File: src/glc_pkg.sv
// Package for the glyph layout block: word types, character codes and color helpers.
// Used by glc_cfg, glc_core and glyph_layout_color_escape; depends on nothing.
package glc_pkg;

    localparam int COLOR_DIGITS = 8;
    localparam int HEX_CNT_W    = 4;
    localparam int DIGIT_IDX_W  = 3;

    localparam logic [15:0] CH_TAB = 16'h0009;
    localparam logic [15:0] CH_LF  = 16'h000A;
    localparam logic [15:0] CH_VT  = 16'h000B;
    localparam logic [15:0] CH_FF  = 16'h000C;
    localparam logic [15:0] CH_CR  = 16'h000D;
    localparam logic [15:0] CH_SP  = 16'h0020;
    localparam logic [15:0] CH_BAR = 16'h007C;
    localparam logic [15:0] CH_C   = 16'h0063;
    localparam logic [15:0] CH_R   = 16'h0072;

    localparam logic [DIGIT_IDX_W-1:0] SLOT_SWAP = 3'd6;

    localparam logic [15:0] LINE_SPACING_RST  = 16'd256;
    localparam logic [31:0] DEFAULT_COLOR_RST = 32'hFFFF_FFFF;

    typedef enum logic [0:0] {
        CFG_LINE_SPACING  = 1'b0,
        CFG_DEFAULT_COLOR = 1'b1
    } t_cfg_index;

    typedef struct packed {
        logic [15:0] line_spacing;
        logic [31:0] default_color;
    } t_cfg;

    typedef struct packed {
        logic               start_of_text;
        logic signed [15:0] extra_advance;
        logic [11:0]        glyph_height;
        logic [11:0]        glyph_width;
        logic [15:0]        char_code;
    } t_item;

    typedef struct packed {
        logic               valid;
        logic [19:0]        pos_x;
        logic signed [20:0] pos_y;
        logic signed [16:0] advance;
        logic [31:0]        glyph_color;
    } t_result;

    // Returns the digit in the low four bits and a valid flag on top.
    function automatic logic [4:0] hex_digit(input logic [15:0] c);
        logic [4:0] r;
        r = '0;
        if (c >= 16'h0030 && c <= 16'h0039) begin
            r = {1'b1, 4'(c - 16'h0030)};
        end else if (c >= 16'h0061 && c <= 16'h0066) begin
            r = {1'b1, 4'(c - 16'h0057)};
        end else if (c >= 16'h0041 && c <= 16'h0046) begin
            r = {1'b1, 4'(c - 16'h0037)};
        end
        return r;
    endfunction

    // Reads the slots in order and stops at the first empty one.
    function automatic logic [31:0] assemble_color(input logic [31:0] nib,
                                                   input logic [7:0]  val);
        logic [31:0] v;
        logic        run;
        v   = '0;
        run = 1'b1;
        for (int p = 0; p < COLOR_DIGITS; p++) begin
            run = run & val[p];
            if (run) begin
                v = {v[27:0], nib[4*p +: 4]};
            end
        end
        return v;
    endfunction

endpackage

File: src/glc_cfg.sv
// Configuration registers of the glyph layout block: line spacing and default color.
// Depends on glc_pkg.
module glc_cfg (
    input  logic                i_clk,
    input  logic                i_rst_n,
    input  logic                i_cfg_valid,
    output logic                o_cfg_ready,
    input  glc_pkg::t_cfg_index i_cfg_index,
    input  logic [31:0]         i_cfg_data,
    output glc_pkg::t_cfg       o_cfg
);
    import glc_pkg::*;

    logic [15:0] r_line_spacing;
    logic [31:0] r_default_color;

    assign o_cfg_ready = 1'b1;
    assign o_cfg.line_spacing  = r_line_spacing;
    assign o_cfg.default_color = r_default_color;

    always_ff @(posedge i_clk) begin
        if (!i_rst_n) begin
            r_line_spacing  <= LINE_SPACING_RST;
            r_default_color <= DEFAULT_COLOR_RST;
        end else if (i_cfg_valid) begin
            unique case (i_cfg_index)
                CFG_LINE_SPACING:  r_line_spacing  <= i_cfg_data[15:0];
                CFG_DEFAULT_COLOR: r_default_color <= i_cfg_data;
                default: ;
            endcase
        end
    end

endmodule

File: src/glc_core.sv
// Layout state and per-character logic: pen, previous character, color and color code.
// Depends on glc_pkg.
module glc_core #(
    parameter int FRAC_BITS = 4
) (
    input  logic             i_clk,
    input  logic             i_rst_n,
    input  logic             i_step,
    input  glc_pkg::t_item   i_item,
    input  glc_pkg::t_cfg    i_cfg,
    output glc_pkg::t_result o_result
);
    import glc_pkg::*;

    localparam int AW = 12 + FRAC_BITS;
    localparam int SW = ((AW > 16) ? AW : 16) + 2;

    logic signed [20:0]     r_pen_x, r_pen_y, n_pen_x, n_pen_y, s_pen_x, s_pen_y;
    logic [15:0]            r_prev, n_prev, s_prev;
    logic [31:0]            r_color, n_color, s_color;
    logic                   r_in_code, n_in_code, s_in_code;
    logic [HEX_CNT_W-1:0]   r_rem, n_rem, s_rem;
    logic [31:0]            r_nib, n_nib, s_nib, nib_upd;
    logic [7:0]             r_val, n_val, s_val, val_upd;

    logic                   is_bar, prev_bar;
    logic [DIGIT_IDX_W-1:0] slot;
    logic [4:0]             dig;
    logic [HEX_CNT_W-1:0]   rem_dec;
    logic [21:0]            y_t, x_t;
    logic [20:0]            px0;
    logic [SW-1:0]          adv_sum;
    logic signed [16:0]     adv;
    logic                   printed;

    always_comb begin
        if (i_item.start_of_text) begin
            s_pen_x   = '0;
            s_pen_y   = '0;
            s_prev    = '0;
            s_color   = i_cfg.default_color;
            s_in_code = 1'b0;
            s_rem     = '0;
            s_nib     = '0;
            s_val     = '0;
        end else begin
            s_pen_x   = r_pen_x;
            s_pen_y   = r_pen_y;
            s_prev    = r_prev;
            s_color   = r_color;
            s_in_code = r_in_code;
            s_rem     = r_rem;
            s_nib     = r_nib;
            s_val     = r_val;
        end
    end

    assign is_bar   = i_item.char_code == CH_BAR;
    assign prev_bar = s_prev == CH_BAR;

    always_comb begin
        slot    = DIGIT_IDX_W'(HEX_CNT_W'(COLOR_DIGITS) - s_rem) ^ SLOT_SWAP;
        dig     = hex_digit(i_item.char_code);
        nib_upd = s_nib;
        val_upd = s_val;
        nib_upd[4*slot +: 4] = dig[3:0];
        val_upd[slot]        = dig[4];
        rem_dec = s_rem - HEX_CNT_W'(1);
    end

    always_comb begin
        y_t = {s_pen_y[20], s_pen_y} - {6'b0, i_cfg.line_spacing};
        px0 = s_pen_x[20] ? '0 : s_pen_x;
        adv_sum = (SW'(i_item.glyph_width) << FRAC_BITS)
                + {{(SW-16){i_item.extra_advance[15]}}, i_item.extra_advance};
        if ((&adv_sum[SW-1:16]) || !(|adv_sum[SW-1:16])) begin
            adv = adv_sum[16:0];
        end else if (adv_sum[SW-1]) begin
            adv = {1'b1, 16'h0000};
        end else begin
            adv = {1'b0, 16'hFFFF};
        end
        x_t = {px0[20], px0} + {{5{adv[16]}}, adv};
        printed = !(i_item.char_code == CH_SP || i_item.char_code == CH_TAB
                    || i_item.char_code == CH_VT || i_item.char_code == CH_FF)
                  || i_item.glyph_width > 12'd1 || i_item.glyph_height > 12'd1;
    end

    always_comb begin
        n_pen_x   = s_pen_x;
        n_pen_y   = s_pen_y;
        n_prev    = i_item.char_code;
        n_color   = s_color;
        n_in_code = s_in_code;
        n_rem     = s_rem;
        n_nib     = s_nib;
        n_val     = s_val;
        o_result.valid       = 1'b0;
        o_result.pos_x       = px0[19:0];
        o_result.pos_y       = s_pen_y;
        o_result.advance     = adv;
        o_result.glyph_color = s_color;
        if (i_item.char_code == CH_CR) begin
            n_prev = i_item.char_code;
        end else if (i_item.char_code == CH_LF) begin
            n_pen_x = '0;
            if (y_t[21] != y_t[20]) begin
                n_pen_y = y_t[21] ? {1'b1, 20'h00000} : {1'b0, 20'hFFFFF};
            end else begin
                n_pen_y = y_t[20:0];
            end
        end else if (is_bar && !prev_bar) begin
            n_prev = i_item.char_code;
        end else if (i_item.char_code == CH_C && prev_bar) begin
            n_in_code = 1'b1;
            n_rem     = HEX_CNT_W'(COLOR_DIGITS);
            n_nib     = '0;
            n_val     = '0;
        end else if (i_item.char_code == CH_R && prev_bar) begin
            n_color = i_cfg.default_color;
        end else if (s_in_code) begin
            n_nib = nib_upd;
            n_val = val_upd;
            n_rem = rem_dec;
            if (rem_dec == '0) begin
                n_in_code = 1'b0;
                n_color   = assemble_color(nib_upd, val_upd);
            end
        end else begin
            o_result.valid = printed;
            if (printed && is_bar) begin
                n_prev = '0;
            end
            if (x_t[21] != x_t[20]) begin
                n_pen_x = x_t[21] ? {1'b1, 20'h00000} : {1'b0, 20'hFFFFF};
            end else begin
                n_pen_x = x_t[20:0];
            end
        end
    end

    always_ff @(posedge i_clk) begin
        if (!i_rst_n) begin
            r_pen_x   <= '0;
            r_pen_y   <= '0;
            r_prev    <= '0;
            r_color   <= DEFAULT_COLOR_RST;
            r_in_code <= 1'b0;
            r_rem     <= '0;
            r_nib     <= '0;
            r_val     <= '0;
        end else if (i_step) begin
            r_pen_x   <= n_pen_x;
            r_pen_y   <= n_pen_y;
            r_prev    <= n_prev;
            r_color   <= n_color;
            r_in_code <= n_in_code;
            r_rem     <= n_rem;
            r_nib     <= n_nib;
            r_val     <= n_val;
        end
    end

    a_code_count: assert property (@(posedge i_clk) disable iff (!i_rst_n)
        r_in_code |-> (r_rem != '0 && r_rem <= HEX_CNT_W'(COLOR_DIGITS)))
        else $error("color code open with a bad digit count");

    a_pen_y_nonpos: assert property (@(posedge i_clk) disable iff (!i_rst_n)
        r_pen_y[20] || r_pen_y == '0)
        else $error("pen y went above the first line");

    a_bar_prev: assert property (@(posedge i_clk) disable iff (!i_rst_n)
        (i_step && o_result.valid && is_bar) |=> r_prev == '0)
        else $error("printed bar left previous character set");

    a_result_only_glyph: assert property (@(posedge i_clk) disable iff (!i_rst_n)
        o_result.valid |-> !s_in_code || (i_item.char_code == CH_C && prev_bar)
                           || (i_item.char_code == CH_R && prev_bar) || !is_bar || prev_bar)
        else $error("result raised inside a color code");

endmodule

File: src/glyph_layout_color_escape.sv
// An accepted word passes the input register and the result register before the output.
// Throughput: one word per cycle unless output stalls; pen and color update per word.
// Non-printing words (controls, color codes, blanks at most 1x1) give no output word.
// Reset (i_rst_n low, synchronous) clears the pen, previous character and color code,
// sets the color to all ones, line spacing to 256 and default color to all ones.
// Top level of the glyph layout block: input register, layout core, result register.
module glyph_layout_color_escape #(
    parameter int FRAC_BITS = 4
) (
    input  logic        i_clk,
    input  logic        i_rst_n,
    input  logic        s_axis_tvalid,
    output logic        s_axis_tready,
    // char_code[15:0], glyph_width[27:16], glyph_height[39:28], extra_advance[55:40]
    input  logic [55:0] s_axis_tdata,
    // start_of_text[0]
    input  logic [0:0]  s_axis_tuser,
    output logic        m_axis_tvalid,
    input  logic        m_axis_tready,
    // pos_x[19:0], pos_y[40:20], advance[57:41], glyph_color[89:58], zero[95:90]
    output logic [95:0] m_axis_tdata,
    input  logic        i_cfg_valid,
    output logic        o_cfg_ready,
    input  logic [0:0]  i_cfg_index,
    input  logic [31:0] i_cfg_data
);
    import glc_pkg::*;

    t_cfg    cfg;
    t_item   r_item;
    logic    r_in_valid;
    t_result res;
    t_result r_out;
    logic    r_out_valid;
    logic    step;

    glc_cfg u_cfg (
        .i_clk       (i_clk),
        .i_rst_n     (i_rst_n),
        .i_cfg_valid (i_cfg_valid),
        .o_cfg_ready (o_cfg_ready),
        .i_cfg_index (t_cfg_index'(i_cfg_index)),
        .i_cfg_data  (i_cfg_data),
        .o_cfg       (cfg)
    );

    glc_core #(
        .FRAC_BITS (FRAC_BITS)
    ) u_core (
        .i_clk    (i_clk),
        .i_rst_n  (i_rst_n),
        .i_step   (step),
        .i_item   (r_item),
        .i_cfg    (cfg),
        .o_result (res)
    );

    assign step          = r_in_valid && (!res.valid || !r_out_valid || m_axis_tready);
    assign s_axis_tready = !r_in_valid || step;
    assign m_axis_tvalid = r_out_valid;
    assign m_axis_tdata  = {6'b0, r_out.glyph_color, r_out.advance, r_out.pos_y, r_out.pos_x};

    always_ff @(posedge i_clk) begin
        if (!i_rst_n) begin
            r_in_valid <= 1'b0;
        end else if (s_axis_tready) begin
            r_in_valid <= s_axis_tvalid;
        end
    end

    always_ff @(posedge i_clk) begin
        if (s_axis_tvalid && s_axis_tready) begin
            r_item.char_code     <= s_axis_tdata[15:0];
            r_item.glyph_width   <= s_axis_tdata[27:16];
            r_item.glyph_height  <= s_axis_tdata[39:28];
            r_item.extra_advance <= s_axis_tdata[55:40];
            r_item.start_of_text <= s_axis_tuser[0];
        end
    end

    always_ff @(posedge i_clk) begin
        if (!i_rst_n) begin
            r_out_valid <= 1'b0;
        end else if (step && res.valid) begin
            r_out_valid <= 1'b1;
        end else if (m_axis_tready) begin
            r_out_valid <= 1'b0;
        end
    end

    always_ff @(posedge i_clk) begin
        if (step && res.valid) begin
            r_out <= res;
        end
    end

    a_no_overwrite: assert property (@(posedge i_clk) disable iff (!i_rst_n)
        (r_out_valid && !m_axis_tready) |-> !(step && res.valid))
        else $error("result register overwritten before it was taken");

    a_stall_has_item: assert property (@(posedge i_clk) disable iff (!i_rst_n)
        !s_axis_tready |-> (r_in_valid && res.valid && r_out_valid))
        else $error("input stalled without a waiting result");

    a_step_fills_out: assert property (@(posedge i_clk) disable iff (!i_rst_n)
        (step && res.valid) |=> r_out_valid)
        else $error("printed glyph did not reach the output");

endmodule
File: config.mk
export PLATFORM = sky130hd
export DESIGN_NAME = glyph_layout_color_escape
export DESIGN_NICKNAME = d
export VERILOG_FILES = /design/src/glc_pkg.sv /design/src/glc_cfg.sv /design/src/glc_core.sv /design/src/glyph_layout_color_escape.sv
export SDC_FILE = /design/constraint.sdc
export NUM_CORES = 1
export LEC_CHECK = 0
export BUFFER_PORTS_ARGS = -buffer_cell sky130_fd_sc_hd__buf_2
export CORE_UTILIZATION = 45
export DETAILED_ROUTE_END_ITERATION = 6
export PLACE_DENSITY = 0.61
export SLEW_MARGIN = 20
export SYNTH_ARGS = -nofsm -noshare
export SYNTH_HDL_FRONTEND = slang
export SYNTH_SLANG_ARGS = --single-unit
File: constraint.sdc
create_clock -name i_clk -period 18.49 [get_ports i_clk]
set_input_delay 3.698 -clock i_clk [delete_from_list [all_inputs] [get_ports i_clk]]
set_output_delay 3.698 -clock i_clk [all_outputs]
set_load 0.1 [all_outputs]
==> metrics.cfg <==
[outcome]
status=complete, but fails checks
violations=DRC

[grt]
grt_overflow=0
grt_pass1_vias=15703
grt_pass1_wl_um=89700
antenna_found_initial=1
track_usage=0.271
grt_max_degree=91

[floorplanning]
die_w_um=207
start_util=0.459
fp-row-count=74
design.core.area_sq_um=41100
pin_count=194
die-area_sq_um=42700
die_h_um=207

[detailed_routing]
post_drt_wl_per_cell_um=20.9
antenna_left=0
vias=17011
avgViaCountPerCell=6.03
drc=8
routed_wl_um=59100
firstDrtPassIters=7
drtIter0Drc=1658

[synth]
syn_area_sq_um=18900
ys.flop_type=dfxtp_1
async_reset_ff_frac=0
ys_warn_count=0
ys_ff_latch=331
synth_top_area_frac=0.233
ys_types=97
ys_seq_area_frac=0.429
synth_cells=2109
synth_edf_count=146
synth_most_common_cell=nand2_1
yosys.area.top_type=edfxtp_1
yosys-top-cells-count=301 x nand2_1, 185 x dfxtp_1, 146 x edfxtp_1
syn-mean-instance-area_sq_um=8.94
yosys-top-cells-area=edfxtp_1 23%, dfxtp_1 20%, nand2_1 6.0%, ha_1 4.2%, a21oi_1 3.3%

[clocking]
cts_hold_buf=0
clk_pin_slew_worst_paths_ns=0.06
clk_path_buf_depth=3
cts_num_sinks=331
cts-htree-levels=2
worstSkewPairLatency_ns=0.57
post_cts_buffers=0
cts_buffers=40
clockRootBuffer=clkbuf_16
cts_tree=built
cts_resized=0

[setup_path]
worstPathArrival_ns=4.67
cp_max_fo=4
start_kind=input port
path_buf_inv=2
cp-end-kind=primary output
cp_top_family=simple AND/OR/NAND/NOR gates
slowest_stage=or2_2
critPathRequiredTime_ns=14.79
worst-setup-path-type=in2out
path_cells=buf_2 -> nand2b_1 -> or2_2 -> buf_2
cpPeakStageDelay_ns=0.36
cpMostUsedCell=buf_2

[pwr]
p_clk_frac=0.397
switching_share=0.301
comb_power_share=0.191
ir_drop_mv=0.0753
intPower_w=0.00141
power_w=0.00202
leakagePower_nw=8.38
power.density_nw_per_um2=93.8
power.share.sequential=0.412
p_sw_w=0.000610

[sta]
fin_hold_ws_ns=0.455
setup-violations-final=0
tns_ns=0
period_needed_ns=8.37
slew_headroom=0.321
rsz0062_at_grt=no
worst_slew_pin_slew_ns=1.01
slew_violations=0
period_share=0.453
fin_skew_ns=0.0157
max_freq_mhz=119
hold_viol_final=0

[cells_and_area]
fin_util=0.525
diodes=0
fin_nets=2419
area_growth_pct=14.5
drive_gt1_frac=0.153
design_area_sq_um=21600

[placement]
gp_congestion=0.920
dpl-instance-area_sq_um=20200
io_buffers=185
post-dp-hpwl_um=41800

[flow_run]
drv_cap=0

[worst_hold_path]
hold_path.class=reg2reg

-- registers in the layout, summed over array words and instances (netlist names), 21 cells and up --
name                   flops
u_core.r_nib              32
u_cfg.r_default_color     32
m_axis_tdata              90
u_core.r_pen_x            21
u_core.r_color            32
r_item                    56
u_core.r_pen_y            21
-- cells by family after synthesis --
group,after synthesis,synth area share
compound gates,629,0.229
xor+xnor,43,0.0200
fa+ha+maj,67,0.0457
buf+inv,176,0.0382
flops,331,0.429
mux,56,0.0324
other cells,2,0.000398
simple gates,805,0.205
-- path summary, 6_finish.rpt --
path	from	to	slack (ns)	cells past startpoint
setup / recovery	m_axis_tready	s_axis_tready	10.12	4
hold / removal	u_core.r_pen_x[6]	u_core.r_pen_x[6]	0.45	2
setup reg to reg	r_item[17]	u_core.r_pen_x[5]	10.80	23
hold reg to reg	u_core.r_pen_x[6]	u_core.r_pen_x[6]	0.45	2
-- cell type report --
type                    instances  area, sq um
clock buffers                  59         1140
flip-flops and latches        331         8090
fillers                      3896        19500
repair buffers                218         1180
inverters                      59          221
well taps                     532          666
clock inverters                15          185
multi-input cells            1607        10100
-- tightest hold or removal path, stage by stage (launching register included) --
cell	delay, ns
dfxtp_1	0.32
nand2_1	0.04
o21ai_0	0.05
-- cells in the final DEF, fill, tap and decap left out, types with 13 or more instances in the layout --
cell type,instances
buf_2,184
a211oi_1,25
nand3_1,85
and3_1,18
nand2_1,301
o31ai_1,14
ha_1,64
a21o_1,25
o22ai_1,25
a21oi_1,125
nand2b_1,22
and2_1,41
clkbuf_1,14
dfxtp_1,185
buf_4,34
a31oi_1,30
o21ai_0,111
clkbuf_16,42
a211o_1,13
a21boi_0,43
o211ai_1,28
mux2i_1,25
a22oi_1,45
xnor2_1,33
nor2_1,143
o21a_1,17
edfxtp_1,146
nor3_1,42
mux2_2,30
nor2b_1,71
inv_1,58
nor4_1,14
-- per-stage QoR --
step                std cells  setup slack (ns)
floorplan                2114             10.37
global placement         2747             10.13
detailed placement       2747             10.11
CTS                      2821             10.11
global route             2821             10.01
finish                   2821             10.12
-- metal layers --
metal / share of wire / GRT usage / vias to the layer above
li1: - / - / 8054
met1: 0.47 / 0.392 / 8270
met2: 0.44 / 0.410 / 602
met3: 0.071 / 0.0463 / 83
met4: 0.021 / 0.0796 / 2
met5: 0.00022 / 0 / -
-- power groups by stage --
stage	clock (W)	sequential (W)	combinational, W
finish	0.000804	0.000833	0.000387
global route	0.000843	0.000836	0.000418
CTS	0.000818	0.000833	0.000385
detailed placement	0	0.000848	0.000383
global placement	0	0.000847	0.000376
floorplan	0	0.000922	0.000214
No activity file was read; power rests on OpenSTA's default activity.
